===== config.mk =====
export PLATFORM = sky130hd
export DESIGN_NAME = encoder_interval_speed
export DESIGN_NICKNAME = d
export VERILOG_FILES = /design/src/design/eis_pkg.sv /design/src/design/encoder_interval_speed.sv /design/src/design/eis_ctrl.sv /design/src/design/eis_dp.sv
export VERILOG_INCLUDE_DIRS = /design/src /design/src/design
export SDC_FILE = /design/constraint.sdc
export NUM_CORES = 2
export LEC_CHECK = 0
export BUFFER_PORTS_ARGS = -buffer_cell sky130_fd_sc_hd__buf_2
export CORE_ASPECT_RATIO = 2
export CORE_MARGIN = 8
export CORE_UTILIZATION = 40
export DETAILED_ROUTE_END_ITERATION = 8
export PLACE_DENSITY = 0.59
export SKIP_CTS_REPAIR_TIMING = 1
export SLEW_MARGIN = 15
export SYNTH_ARGS = -nofsm -noshare
export SYNTH_HDL_FRONTEND = slang
export SYNTH_SLANG_ARGS = --single-unit

===== constraint.sdc =====
create_clock -name clk -period 10.14 [get_ports clk]
set_clock_uncertainty 0.2 [all_clocks]
set_input_delay 1.014 -clock clk [delete_from_list [all_inputs] [get_ports clk]]
set_output_delay 1.014 -clock clk [all_outputs]
set_load 0.02 [all_outputs]

===== src/design/assert_macros.svh =====
// Assertion macros for the RTL of the encoder interval speed block, included by its top level.
`ifndef ASSERT_MACROS_SVH
`define ASSERT_MACROS_SVH

`ifndef SYNTHESIS

// Concurrent check on the rising clock edge, switched off while reset is high.
`define ASSERT_RST(label, clk, rst, prop) \
  label: assert property (@(posedge clk) disable iff (rst) prop) \
    else $error("encoder interval speed: assertion failed");

// Concurrent check on the rising clock edge that also holds during reset.
`define ASSERT_ALWAYS(label, clk, prop) \
  label: assert property (@(posedge clk) prop) \
    else $error("encoder interval speed: assertion failed");

`else

`define ASSERT_RST(label, clk, rst, prop)
`define ASSERT_ALWAYS(label, clk, prop)

`endif

`endif


===== src/design/eis_pkg.sv =====
// Types, constants and codes shared by the encoder interval speed block.
package eis_pkg;

  localparam int NUM_CHANNELS_DEF = 4;
  localparam int COUNT_BITS_DEF   = 16;
  localparam int MAX_RESULTS      = 4;

  localparam int OP_W     = 2;
  localparam int CHAN_W   = 2;
  localparam int TICKS_W  = 16;
  localparam int THR_W    = 16;
  localparam int SCALE_W  = 32;
  localparam int DELTA_W  = 16;
  localparam int RPM_W    = 32;
  localparam int PROD_W   = DELTA_W + SCALE_W;
  localparam int FRAC_W   = 16;

  localparam int IN_TDATA_W  = 24;
  localparam int IN_TUSER_W  = 2;
  localparam int OUT_TDATA_W = 56;
  localparam int OUT_TUSER_W = 2;

  localparam int APB_ADDR_W = 3;
  localparam int APB_DATA_W = 32;

  typedef enum logic [OP_W-1:0] {
    OP_EDGE  = 2'd0,
    OP_TICK  = 2'd1,
    OP_CLEAR = 2'd2,
    OP_ARM   = 2'd3
  } op_t;

  typedef enum logic [0:0] {
    REG_INTERVAL_TICKS = 1'b0,
    REG_RPM_SCALE      = 1'b1
  } reg_idx_t;

  typedef enum logic [2:0] {
    ST_IDLE,
    ST_DECODE,
    ST_HIT,
    ST_SAMPLE,
    ST_MULT,
    ST_EMIT
  } state_t;

  typedef struct packed {
    logic latch_in;
    logic do_edge;
    logic do_clear;
    logic do_arm;
    logic do_tick;
    logic walk_start;
    logic do_sample;
    logic do_mult;
    logic load_hit;
    logic load_sample;
    logic walk_next;
  } cmd_t;

  typedef struct packed {
    op_t  op;
    logic ch_ok;
    logic thr_one;
    logic irem_one;
    logic out_free;
    logic walk_last;
    logic walk_emit;
  } status_t;

endpackage


===== src/design/encoder_interval_speed.sv =====
// Top level of the multi-channel quadrature encoder counter with interval speed sampling.
//
// The block keeps a wrapping position per encoder channel, an armable edge
// countdown per channel, and an interval prescaler driven by timer ticks.
// Items arrive on the slave stream: tuser carries the operation (edge, tick,
// clear, arm) and tdata the channel, the phase B level and the countdown
// load. An item that gives no result occupies the block for the transfer and
// a decode step. An edge that ends a countdown gives one result, which waits
// for the output register to be free. A tick that expires the interval walks
// every channel through the shared sample stage and the single 16 by 32 bit
// multiplier: each of the first four channels goes through sample, multiply
// and emit and gives a result, each further channel is only sampled, and
// the walk holds while the master side stalls a result. Results sit in an
// output register, so the block takes the next transfer while a result
// still waits. Speed is the signed delta times the Q16.16 scale register,
// truncated toward zero and clamped to 32 bits; delta is clamped to 16 bits.
// Registers sit on the APB port at byte 0 (interval ticks, which also
// reloads the prescaler) and byte 4 (rpm scale); write them only while the
// block is idle.
`include "assert_macros.svh"

module encoder_interval_speed #(
  parameter int NUM_CHANNELS = eis_pkg::NUM_CHANNELS_DEF,
  parameter int COUNT_BITS   = eis_pkg::COUNT_BITS_DEF
) (
  input  logic                            clk,
  input  logic                            rst,
  // Input stream.
  input  logic                            s_tvalid,
  output logic                            s_tready,
  // tdata: channel[1:0], phase_b[2], threshold_count[18:3], zero fill above.
  input  logic [eis_pkg::IN_TDATA_W-1:0]  s_tdata,
  // tuser: op[1:0].
  input  logic [eis_pkg::IN_TUSER_W-1:0]  s_tuser,
  // Result stream.
  output logic                            m_tvalid,
  input  logic                            m_tready,
  // tdata: out_channel[1:0], delta_count[17:2], speed_rpm[49:18], zero fill above.
  output logic [eis_pkg::OUT_TDATA_W-1:0] m_tdata,
  // tuser: threshold_hit[0], interval_done[1].
  output logic [eis_pkg::OUT_TUSER_W-1:0] m_tuser,
  output logic                            m_tlast,
  // Configuration port.
  input  logic                            psel,
  input  logic                            penable,
  input  logic                            pwrite,
  input  logic [eis_pkg::APB_ADDR_W-1:0]  paddr,
  input  logic [eis_pkg::APB_DATA_W-1:0]  pwdata,
  output logic [eis_pkg::APB_DATA_W-1:0]  prdata,
  output logic                            pready
);
  import eis_pkg::*;

  cmd_t    cmd;
  status_t status;

  // Every access completes in its access cycle.
  assign pready = 1'b1;

  eis_ctrl u_ctrl (
    .clk      (clk),
    .rst      (rst),
    .s_tvalid (s_tvalid),
    .s_tready (s_tready),
    .status   (status),
    .cmd      (cmd)
  );

  eis_dp #(
    .NUM_CHANNELS (NUM_CHANNELS),
    .COUNT_BITS   (COUNT_BITS)
  ) u_dp (
    .clk      (clk),
    .rst      (rst),
    .s_tdata  (s_tdata),
    .s_tuser  (s_tuser),
    .m_tvalid (m_tvalid),
    .m_tready (m_tready),
    .m_tdata  (m_tdata),
    .m_tuser  (m_tuser),
    .m_tlast  (m_tlast),
    .psel     (psel),
    .penable  (penable),
    .pwrite   (pwrite),
    .paddr    (paddr),
    .pwdata   (pwdata),
    .prdata   (prdata),
    .cmd      (cmd),
    .status   (status)
  );

  // The block works on one item at a time: after a transfer it is busy.
  `ASSERT_RST(a_busy_after_transfer, clk, rst, (s_tvalid && s_tready) |=> !s_tready)

  // The result register is loaded only when it is empty or being drained.
  `ASSERT_RST(a_load_when_free, clk, rst, (cmd.load_hit || cmd.load_sample) |=> m_tvalid)
  `ASSERT_RST(a_no_overwrite, clk, rst, (cmd.load_hit || cmd.load_sample) |-> (!m_tvalid || m_tready))

  // A countdown hit is a lone result with no interval data.
  `ASSERT_RST(a_hit_alone, clk, rst, (m_tvalid && m_tuser[0]) |-> (m_tlast && !m_tuser[1] && m_tdata[49:2] == 48'd0))

endmodule


===== src/design/eis_ctrl.sv =====
// Sequencer of the encoder interval speed block: decodes items and walks the channels.
module eis_ctrl (
  input  logic             clk,
  input  logic             rst,
  input  logic             s_tvalid,
  output logic             s_tready,
  input  eis_pkg::status_t status,
  output eis_pkg::cmd_t    cmd
);
  import eis_pkg::*;

  state_t state;
  state_t state_next;

  always_ff @(posedge clk) begin
    if (rst) begin
      state <= ST_IDLE;
    end else begin
      state <= state_next;
    end
  end

  always_comb begin
    state_next = state;
    case (state)
      ST_IDLE: begin
        if (s_tvalid) begin
          state_next = ST_DECODE;
        end
      end
      ST_DECODE: begin
        state_next = ST_IDLE;
        if (status.op == OP_TICK && status.irem_one) begin
          state_next = ST_SAMPLE;
        end else if (status.op == OP_EDGE && status.ch_ok && status.thr_one) begin
          state_next = ST_HIT;
        end
      end
      ST_HIT: begin
        if (status.out_free) begin
          state_next = ST_IDLE;
        end
      end
      ST_SAMPLE: begin
        if (status.walk_emit) begin
          state_next = ST_MULT;
        end else if (status.walk_last) begin
          state_next = ST_IDLE;
        end
      end
      ST_MULT: begin
        state_next = ST_EMIT;
      end
      ST_EMIT: begin
        if (status.out_free) begin
          state_next = status.walk_last ? ST_IDLE : ST_SAMPLE;
        end
      end
      default: begin
        state_next = ST_IDLE;
      end
    endcase
  end

  always_comb begin
    cmd      = '0;
    s_tready = 1'b0;
    case (state)
      ST_IDLE: begin
        s_tready     = 1'b1;
        cmd.latch_in = s_tvalid;
      end
      ST_DECODE: begin
        case (status.op)
          OP_EDGE: begin
            cmd.do_edge = status.ch_ok;
          end
          OP_TICK: begin
            cmd.do_tick    = 1'b1;
            cmd.walk_start = status.irem_one;
          end
          OP_CLEAR: begin
            cmd.do_clear = status.ch_ok;
          end
          OP_ARM: begin
            cmd.do_arm = status.ch_ok;
          end
          default: begin
            cmd = '0;
          end
        endcase
      end
      ST_HIT: begin
        cmd.load_hit = status.out_free;
      end
      ST_SAMPLE: begin
        cmd.do_sample = 1'b1;
        cmd.walk_next = !status.walk_emit && !status.walk_last;
      end
      ST_MULT: begin
        cmd.do_mult = 1'b1;
      end
      ST_EMIT: begin
        cmd.load_sample = status.out_free;
        cmd.walk_next   = status.out_free && !status.walk_last;
      end
      default: begin
        cmd = '0;
      end
    endcase
  end

endmodule


===== src/design/eis_dp.sv =====
// Datapath of the encoder interval speed block: channel state, speed math and result register.
module eis_dp #(
  parameter int NUM_CHANNELS = eis_pkg::NUM_CHANNELS_DEF,
  parameter int COUNT_BITS   = eis_pkg::COUNT_BITS_DEF
) (
  input  logic                               clk,
  input  logic                               rst,
  input  logic [eis_pkg::IN_TDATA_W-1:0]     s_tdata,
  input  logic [eis_pkg::IN_TUSER_W-1:0]     s_tuser,
  output logic                               m_tvalid,
  input  logic                               m_tready,
  output logic [eis_pkg::OUT_TDATA_W-1:0]    m_tdata,
  output logic [eis_pkg::OUT_TUSER_W-1:0]    m_tuser,
  output logic                               m_tlast,
  input  logic                               psel,
  input  logic                               penable,
  input  logic                               pwrite,
  input  logic [eis_pkg::APB_ADDR_W-1:0]     paddr,
  input  logic [eis_pkg::APB_DATA_W-1:0]     pwdata,
  output logic [eis_pkg::APB_DATA_W-1:0]     prdata,
  input  eis_pkg::cmd_t                      cmd,
  output eis_pkg::status_t                   status
);
  import eis_pkg::*;

  localparam int CW       = (NUM_CHANNELS > 1) ? $clog2(NUM_CHANNELS) : 1;
  localparam int DW       = (COUNT_BITS > DELTA_W) ? COUNT_BITS : DELTA_W;
  localparam int LAST_OUT = ((NUM_CHANNELS < MAX_RESULTS) ? NUM_CHANNELS : MAX_RESULTS) - 1;
  localparam logic signed [DW-1:0] DMAX = DW'(2 ** (DELTA_W - 1) - 1);
  localparam logic signed [DW-1:0] DMIN = DW'(-(2 ** (DELTA_W - 1)));
  localparam logic [RPM_W-1:0] RPM_POS_MAX = {1'b0, {(RPM_W-1){1'b1}}};
  localparam logic [RPM_W-1:0] RPM_NEG_MAX = {1'b1, {(RPM_W-1){1'b0}}};

  // Channel state.
  logic [COUNT_BITS-1:0] position          [NUM_CHANNELS];
  logic [COUNT_BITS-1:0] previous_position [NUM_CHANNELS];
  logic [THR_W-1:0]      threshold_remaining [NUM_CHANNELS];
  logic [TICKS_W-1:0]    interval_remaining;
  logic [TICKS_W-1:0]    interval_ticks;
  logic [SCALE_W-1:0]    rpm_scale;

  // Latched item and walk pointer.
  op_t                   op_lat;
  logic [CHAN_W-1:0]     ch_lat;
  logic                  phase_b_lat;
  logic [THR_W-1:0]      thr_count_lat;
  logic [CW-1:0]         idx;

  // Speed pipeline.
  logic signed [DELTA_W-1:0] delta_r;
  logic [PROD_W-1:0]         prod_r;
  logic                      neg_r;

  // Result register.
  logic [CHAN_W-1:0]         out_channel;
  logic [DELTA_W-1:0]        out_delta;
  logic [RPM_W-1:0]          out_rpm;
  logic                      out_hit;
  logic                      out_done;
  logic                      out_last;

  logic                      cfg_wr;
  logic [COUNT_BITS-1:0]     diff;
  logic signed [DW-1:0]      diff_ext;
  logic [DELTA_W-1:0]        delta_sat;
  logic [DELTA_W-1:0]        mag;
  logic [RPM_W-1:0]          prod_hi;
  logic [RPM_W-1:0]          rpm_sat;

  assign cfg_wr = psel && penable && pwrite;

  always_comb begin
    case (reg_idx_t'(paddr[2]))
      REG_INTERVAL_TICKS: prdata = APB_DATA_W'(interval_ticks);
      REG_RPM_SCALE:      prdata = APB_DATA_W'(rpm_scale);
      default:            prdata = '0;
    endcase
  end

  always_ff @(posedge clk) begin
    if (rst) begin
      interval_ticks     <= '0;
      rpm_scale          <= '0;
      interval_remaining <= '0;
    end else begin
      if (cfg_wr) begin
        case (reg_idx_t'(paddr[2]))
          REG_INTERVAL_TICKS: begin
            interval_ticks     <= pwdata[TICKS_W-1:0];
            interval_remaining <= pwdata[TICKS_W-1:0];
          end
          REG_RPM_SCALE: begin
            rpm_scale <= pwdata[SCALE_W-1:0];
          end
          default: begin
            rpm_scale <= rpm_scale;
          end
        endcase
      end
      if (cmd.do_tick && interval_remaining != '0) begin
        interval_remaining <= (interval_remaining == TICKS_W'(1)) ?
                              interval_ticks : interval_remaining - TICKS_W'(1);
      end
    end
  end

  // Item latch; the walk pointer doubles as the addressed channel.
  always_ff @(posedge clk) begin
    if (rst) begin
      idx <= '0;
    end else if (cmd.latch_in) begin
      idx <= CW'(s_tdata[CHAN_W-1:0]);
    end else if (cmd.walk_start) begin
      idx <= '0;
    end else if (cmd.walk_next) begin
      idx <= idx + CW'(1);
    end
  end

  always_ff @(posedge clk) begin
    if (cmd.latch_in) begin
      op_lat        <= op_t'(s_tuser[OP_W-1:0]);
      ch_lat        <= s_tdata[CHAN_W-1:0];
      phase_b_lat   <= s_tdata[CHAN_W];
      thr_count_lat <= s_tdata[CHAN_W+THR_W:CHAN_W+1];
    end
  end

  always_ff @(posedge clk) begin
    if (rst) begin
      for (int i = 0; i < NUM_CHANNELS; i++) begin
        position[i]            <= '0;
        previous_position[i]   <= '0;
        threshold_remaining[i] <= '0;
      end
    end else begin
      if (cmd.do_edge) begin
        position[idx] <= phase_b_lat ? position[idx] + COUNT_BITS'(1) :
                                       position[idx] - COUNT_BITS'(1);
        if (threshold_remaining[idx] != '0) begin
          threshold_remaining[idx] <= threshold_remaining[idx] - THR_W'(1);
        end
      end
      if (cmd.do_clear) begin
        position[idx] <= '0;
      end
      if (cmd.do_arm) begin
        threshold_remaining[idx] <= thr_count_lat;
      end
      if (cmd.do_sample) begin
        previous_position[idx] <= position[idx];
      end
    end
  end

  // Wrapped difference, read as signed and clamped to the delta width.
  always_comb begin
    diff     = position[idx] - previous_position[idx];
    diff_ext = DW'($signed(diff));
    if (diff_ext > DMAX) begin
      delta_sat = DMAX[DELTA_W-1:0];
    end else if (diff_ext < DMIN) begin
      delta_sat = DMIN[DELTA_W-1:0];
    end else begin
      delta_sat = diff_ext[DELTA_W-1:0];
    end
  end

  assign mag = delta_r[DELTA_W-1] ? DELTA_W'(-delta_r) : DELTA_W'(delta_r);

  always_ff @(posedge clk) begin
    if (cmd.do_sample) begin
      delta_r <= $signed(delta_sat);
    end
    if (cmd.do_mult) begin
      prod_r <= PROD_W'(mag) * PROD_W'(rpm_scale);
      neg_r  <= delta_r[DELTA_W-1];
    end
  end

  assign prod_hi = prod_r[FRAC_W+RPM_W-1:FRAC_W];

  always_comb begin
    if (neg_r) begin
      rpm_sat = (prod_hi > RPM_NEG_MAX) ? RPM_NEG_MAX : RPM_W'(-prod_hi);
    end else begin
      rpm_sat = prod_hi[RPM_W-1] ? RPM_POS_MAX : prod_hi;
    end
  end

  always_ff @(posedge clk) begin
    if (rst) begin
      m_tvalid <= 1'b0;
    end else if (cmd.load_hit || cmd.load_sample) begin
      m_tvalid <= 1'b1;
    end else if (m_tready) begin
      m_tvalid <= 1'b0;
    end
  end

  always_ff @(posedge clk) begin
    if (cmd.load_hit) begin
      out_channel <= ch_lat;
      out_delta   <= '0;
      out_rpm     <= '0;
      out_hit     <= 1'b1;
      out_done    <= 1'b0;
      out_last    <= 1'b1;
    end else if (cmd.load_sample) begin
      out_channel <= CHAN_W'(idx);
      out_delta   <= delta_r;
      out_rpm     <= rpm_sat;
      out_hit     <= 1'b0;
      out_done    <= 1'b1;
      out_last    <= (idx == CW'(LAST_OUT));
    end
  end

  assign m_tdata = {{(OUT_TDATA_W-CHAN_W-DELTA_W-RPM_W){1'b0}}, out_rpm, out_delta, out_channel};
  assign m_tuser = {out_done, out_hit};
  assign m_tlast = out_last;

  always_comb begin
    status.op        = op_lat;
    status.ch_ok     = (32'(ch_lat) < NUM_CHANNELS);
    status.thr_one   = (threshold_remaining[idx] == THR_W'(1));
    status.irem_one  = (interval_remaining == TICKS_W'(1));
    status.out_free  = !m_tvalid || m_tready;
    status.walk_last = (idx == CW'(NUM_CHANNELS - 1));
    status.walk_emit = (32'(idx) < MAX_RESULTS);
  end

endmodule

==> results.json <==
{
  "gp_congestion": 0.881,
  "ys_types": 82,
  "drive_above_1_share_pct": 10.8,
  "grtUsageTotal_pct": 20.1,
  "cp.arrival_ps": 9190,
  "nets": 4215,
  "p_total_mw": 3.98,
  "cellPowerDensity_nw_per_um2": 107,
  "power_frac_comb_pct": 17.0,
  "status": "completed",
  "dp_hpwl_um": 67900,
  "slowest_stage": "fa_1",
  "setup_tns_ps": 0,
  "yosys_warnings": 0,
  "finalCritPeriodShare_pct": 89.5,
  "slew_headroom_pct": 19.5,
  "grt_overflow": 0,
  "design.core.area_um2": 84300,
  "p_clk_share_pct": 38.0,
  "grt_start_max_net_pins": 85,
  "clk_pin_slew_ps": 70,
  "p_seq_share_pct": 45.0,
  "critPathMaxStageDelay_ps": 530,
  "p_sw_mw": 1.16,
  "via_per_inst": 5.32,
  "netlist.area_leader.share_pct": 24.8,
  "synth_xor_area_share_pct": 2.51,
  "finalHoldViolCount": 0,
  "path_common_cell": "fa_1",
  "die_h_um": 427,
  "p_leak_nw": 16.5,
  "max_freq_mhz": 110,
  "yosys.area.top_type": "fa_1",
  "ctsRootBufferMaster": "clkbuf_16",
  "switching_share_pct": 29.1,
  "syn_avg_cell_area_um2": 9.61,
  "finalSetupViolCount": 0,
  "synthAdderAreaFrac_pct": 30.4,
  "drt-met1-wl_um": 39900,
  "synth-seq-area-share_pct": 30.7,
  "grt_antenna_before_repair": 3,
  "top_layer": "met4",
  "synth-compound-area-share_pct": 7.24,
  "slew_viol_final": 0,
  "crit_required_ps": 10250,
  "syn_area_um2": 33900,
  "insertion_delay_ps": 600,
  "ios": 162,
  "antenna_cells": 0,
  "cp-end-kind": "flop",
  "synthSimpleGateAreaFrac_pct": 16.5,
  "fin_crit_ps": 9080,
  "ctsHtreeMaxLevel": 2,
  "ys_ff_latch": 387,
  "maxCapViolations": 0,
  "crit_fanout": 19,
  "ir_worst_vdd_mv": 0.199,
  "port_buffers": 147,
  "worstHoldPathType": "reg2reg",
  "cts_buffer_depth": 3,
  "drt-total-wl_um": 94900,
  "critical_path_class": "reg2reg",
  "vias": 24900,
  "grt_pass1_wl_um": 149000,
  "drc": 0,
  "grt_pass1_vias": 26000,
  "row_count": 151,
  "synth_ff_type": "edfxtp_1",
  "cts.sinks": 387,
  "grt_setup_unrepaired": "false",
  "met3_length_um": 6300,
  "synth-edff-count": 264,
  "internal-power_mw": 2.82,
  "cts_buffers": 39,
  "wire_per_inst_um": 20.3,
  "ys_async_sr_fraction_pct": 0,
  "synthCells": 3521,
  "detail-route-antenna-nets": 0,
  "synth.area.top_cells": "fa_1 25%, edfxtp_1 23%, dfxtp_1 7.3%",
  "cts_tree": "yes",
  "dieArea_um2": 94800,
  "drtIter0Drc": 1700,
  "start_kind": "flop",
  "start_util_pct": 40.2,
  "worst_slew_pin_slew_ps": 1200,
  "area_growth_syn_to_layout_pct": 9.41,
  "die_w_um": 222,
  "synth_top_family_by_area": "adder cells",
  "wl_met2_um": 46400,
  "fillers": 8194,
  "dr.pass1.iters": 5,
  "synthMuxAreaShare_pct": 3.87
}
[per-stage QoR]
step | cells | cell area, µm² | setup WS [ps] | hold WS [ps] | util, %
CTS | 4674 | 37000 | 1120 | 243 | 43.9
global placement | 4605 | 35700 | 1320 | 231 | 42.4
finish | 4674 | 37000 | 1060 | 238 | 44.0
floorplan | 3526 | 33900 | 2440 | 223 | -
detailed placement | 4605 | 35700 | 1200 | 233 | 42.4
global route | 4674 | 37000 | 707 | 275 | 44.0
[cells by family (layout without fill, tap and decap cells)]
| family | Yosys count | count (layout) |
|---|---|---|
| other | 2 | 7 |
| buffers and inverters | 766 | 843 |
| multiplexers | 68 | 68 |
| AND/OR/NAND/NOR | 1232 | 1232 |
| flip-flops | 387 | 387 |
| XOR/XNOR | 97 | 97 |
| adder cells (fa/ha/maj) | 572 | 572 |
| AO/OA/AOI/OAI | 397 | 397 |
[cell usage after synthesis (all sizes together), types with 4 or more instances]
master    n
a41oi     6
nor4      6
a31o      4
nor3b     7
nor2    233
a211oi   21
edfxtp  264
a21o     27
a21oi   179
and4      5
or2       4
nand4    11
o41ai     6
ha      153
o21bai   11
mux2     16
and3     16
mux2i     4
fa      419
and2    189
clkbuf  161
xnor2    67
a31oi     8
nand3    22
o21ai    84
o31ai     4
o21a      7
xor2     30
nor3     57
a311oi   16
nor2b    14
nand3b    4
nand2   618
nand2b   21
inv     564
mux4     48
buf      41
or3      17
dfxtp   123
[layer usage]
| layer | vias up | global-route usage (%) |
|---|---|---|
| li1 | 11300 | - |
| met1 | 12600 | 26.6 |
| met2 | 858 | 34.4 |
| met3 | 136 | 2.66 |
| met4 | 0 | 5.48 |
| met5 | - | 0 |
[worst paths after layout]
check | from | end | slack [ps] | cells after the start
worst max-delay path | u_dp.delta_r[3]$_SDFFCE_PN1N_ | u_dp.prod_r[47]$_DFFE_PP_ | 1060 | 29
worst min-delay path | u_dp.out_hit$_SDFFE_PP1P_ | u_dp.out_hit$_SDFFE_PP1P_ | 240 | 2
worst max register to register | u_dp.delta_r[3]$_SDFFCE_PN1N_ | u_dp.prod_r[47]$_DFFE_PP_ | 1060 | 29
worst min register to register | u_dp.out_hit$_SDFFE_PP1P_ | u_dp.out_hit$_SDFFE_PP1P_ | 240 | 2
[critical path: cells and delay by family, from the launching register on]
family,cells,cell delay (ps)
buffers and inverters,4,710
adder cells (fa/ha/maj),7,3120
flip-flops,1,480
AND/OR/NAND/NOR,11,2440
XOR/XNOR,2,490
AO/OA/AOI/OAI,5,1340
[final cells by class]
| class | count | area, µm² | area share, % |
|---|---|---|---|
| inverter | 564 | 2120 | 5.72 |
| clock buffer | 50 | 1030 | 2.77 |
| clock inverter | 19 | 251 | 0.679 |
| sequential | 387 | 10400 | 28.1 |
| multi-input combinational | 2373 | 20700 | 55.9 |
| tap | 1071 | 1340 | 3.62 |
| timing repair buffer | 210 | 1220 | 3.30 |
[sequential cells by signal, summed over array words and instances (netlist names), named ones only]
name                      cells
u_dp.neg_r                    1
u_dp.delta_r                 16
u_dp.previous_position       64
u_dp.interval_ticks          16
u_dp.thr_count_lat           16
u_dp.out_delta               16
u_dp.m_tvalid                 1
u_dp.prod_r                  32
u_dp.ch_lat                   2
u_dp.rpm_scale               32
u_dp.m_tlast                  1
u_dp.phase_b_lat              1
u_ctrl.state                  3
u_dp.out_rpm                 32
u_dp.out_done                 1
u_dp.out_channel              2
u_dp.out_hit                  1
u_dp.threshold_remaining     64
u_dp.position                64
u_dp.interval_remaining      16
u_dp.op_lat                   2
u_dp.idx                      2
[layout by cell type (no fill, tap or decap), drive strengths merged, types with 8 or more instances in the layout]
cell,synthesis,routed
nand2,618,618
inv,564,570
fa,419,419
edfxtp,264,264
nor2,233,233
buf,41,210
and2,189,189
a21oi,179,179
ha,153,153
dfxtp,123,123
o21ai,84,84
xnor2,67,67
nor3,57,57
clkbuf,161,50
mux4,48,48
xor2,30,30
a21o,27,27
nand3,22,22
nand2b,21,21
a211oi,21,21
or3,17,17
mux2,16,16
and3,16,16
a311oi,16,16
nor2b,14,14
o21bai,11,11
nand4,11,11
clkinv,0,9
a31oi,8,8
[power by group through the flow]
stage	combinational, mW	sequential [mW]	clock [mW]
2_1_floorplan	0.473	1.82	0
3_3_place_gp	0.669	1.82	0
3_5_place_dp	0.677	1.82	0
4_1_cts	0.683	1.79	1.55
5_1_grt	0.754	1.79	1.60
6_report	0.676	1.79	1.51
No activity file was read; power rests on OpenSTA's default activity.
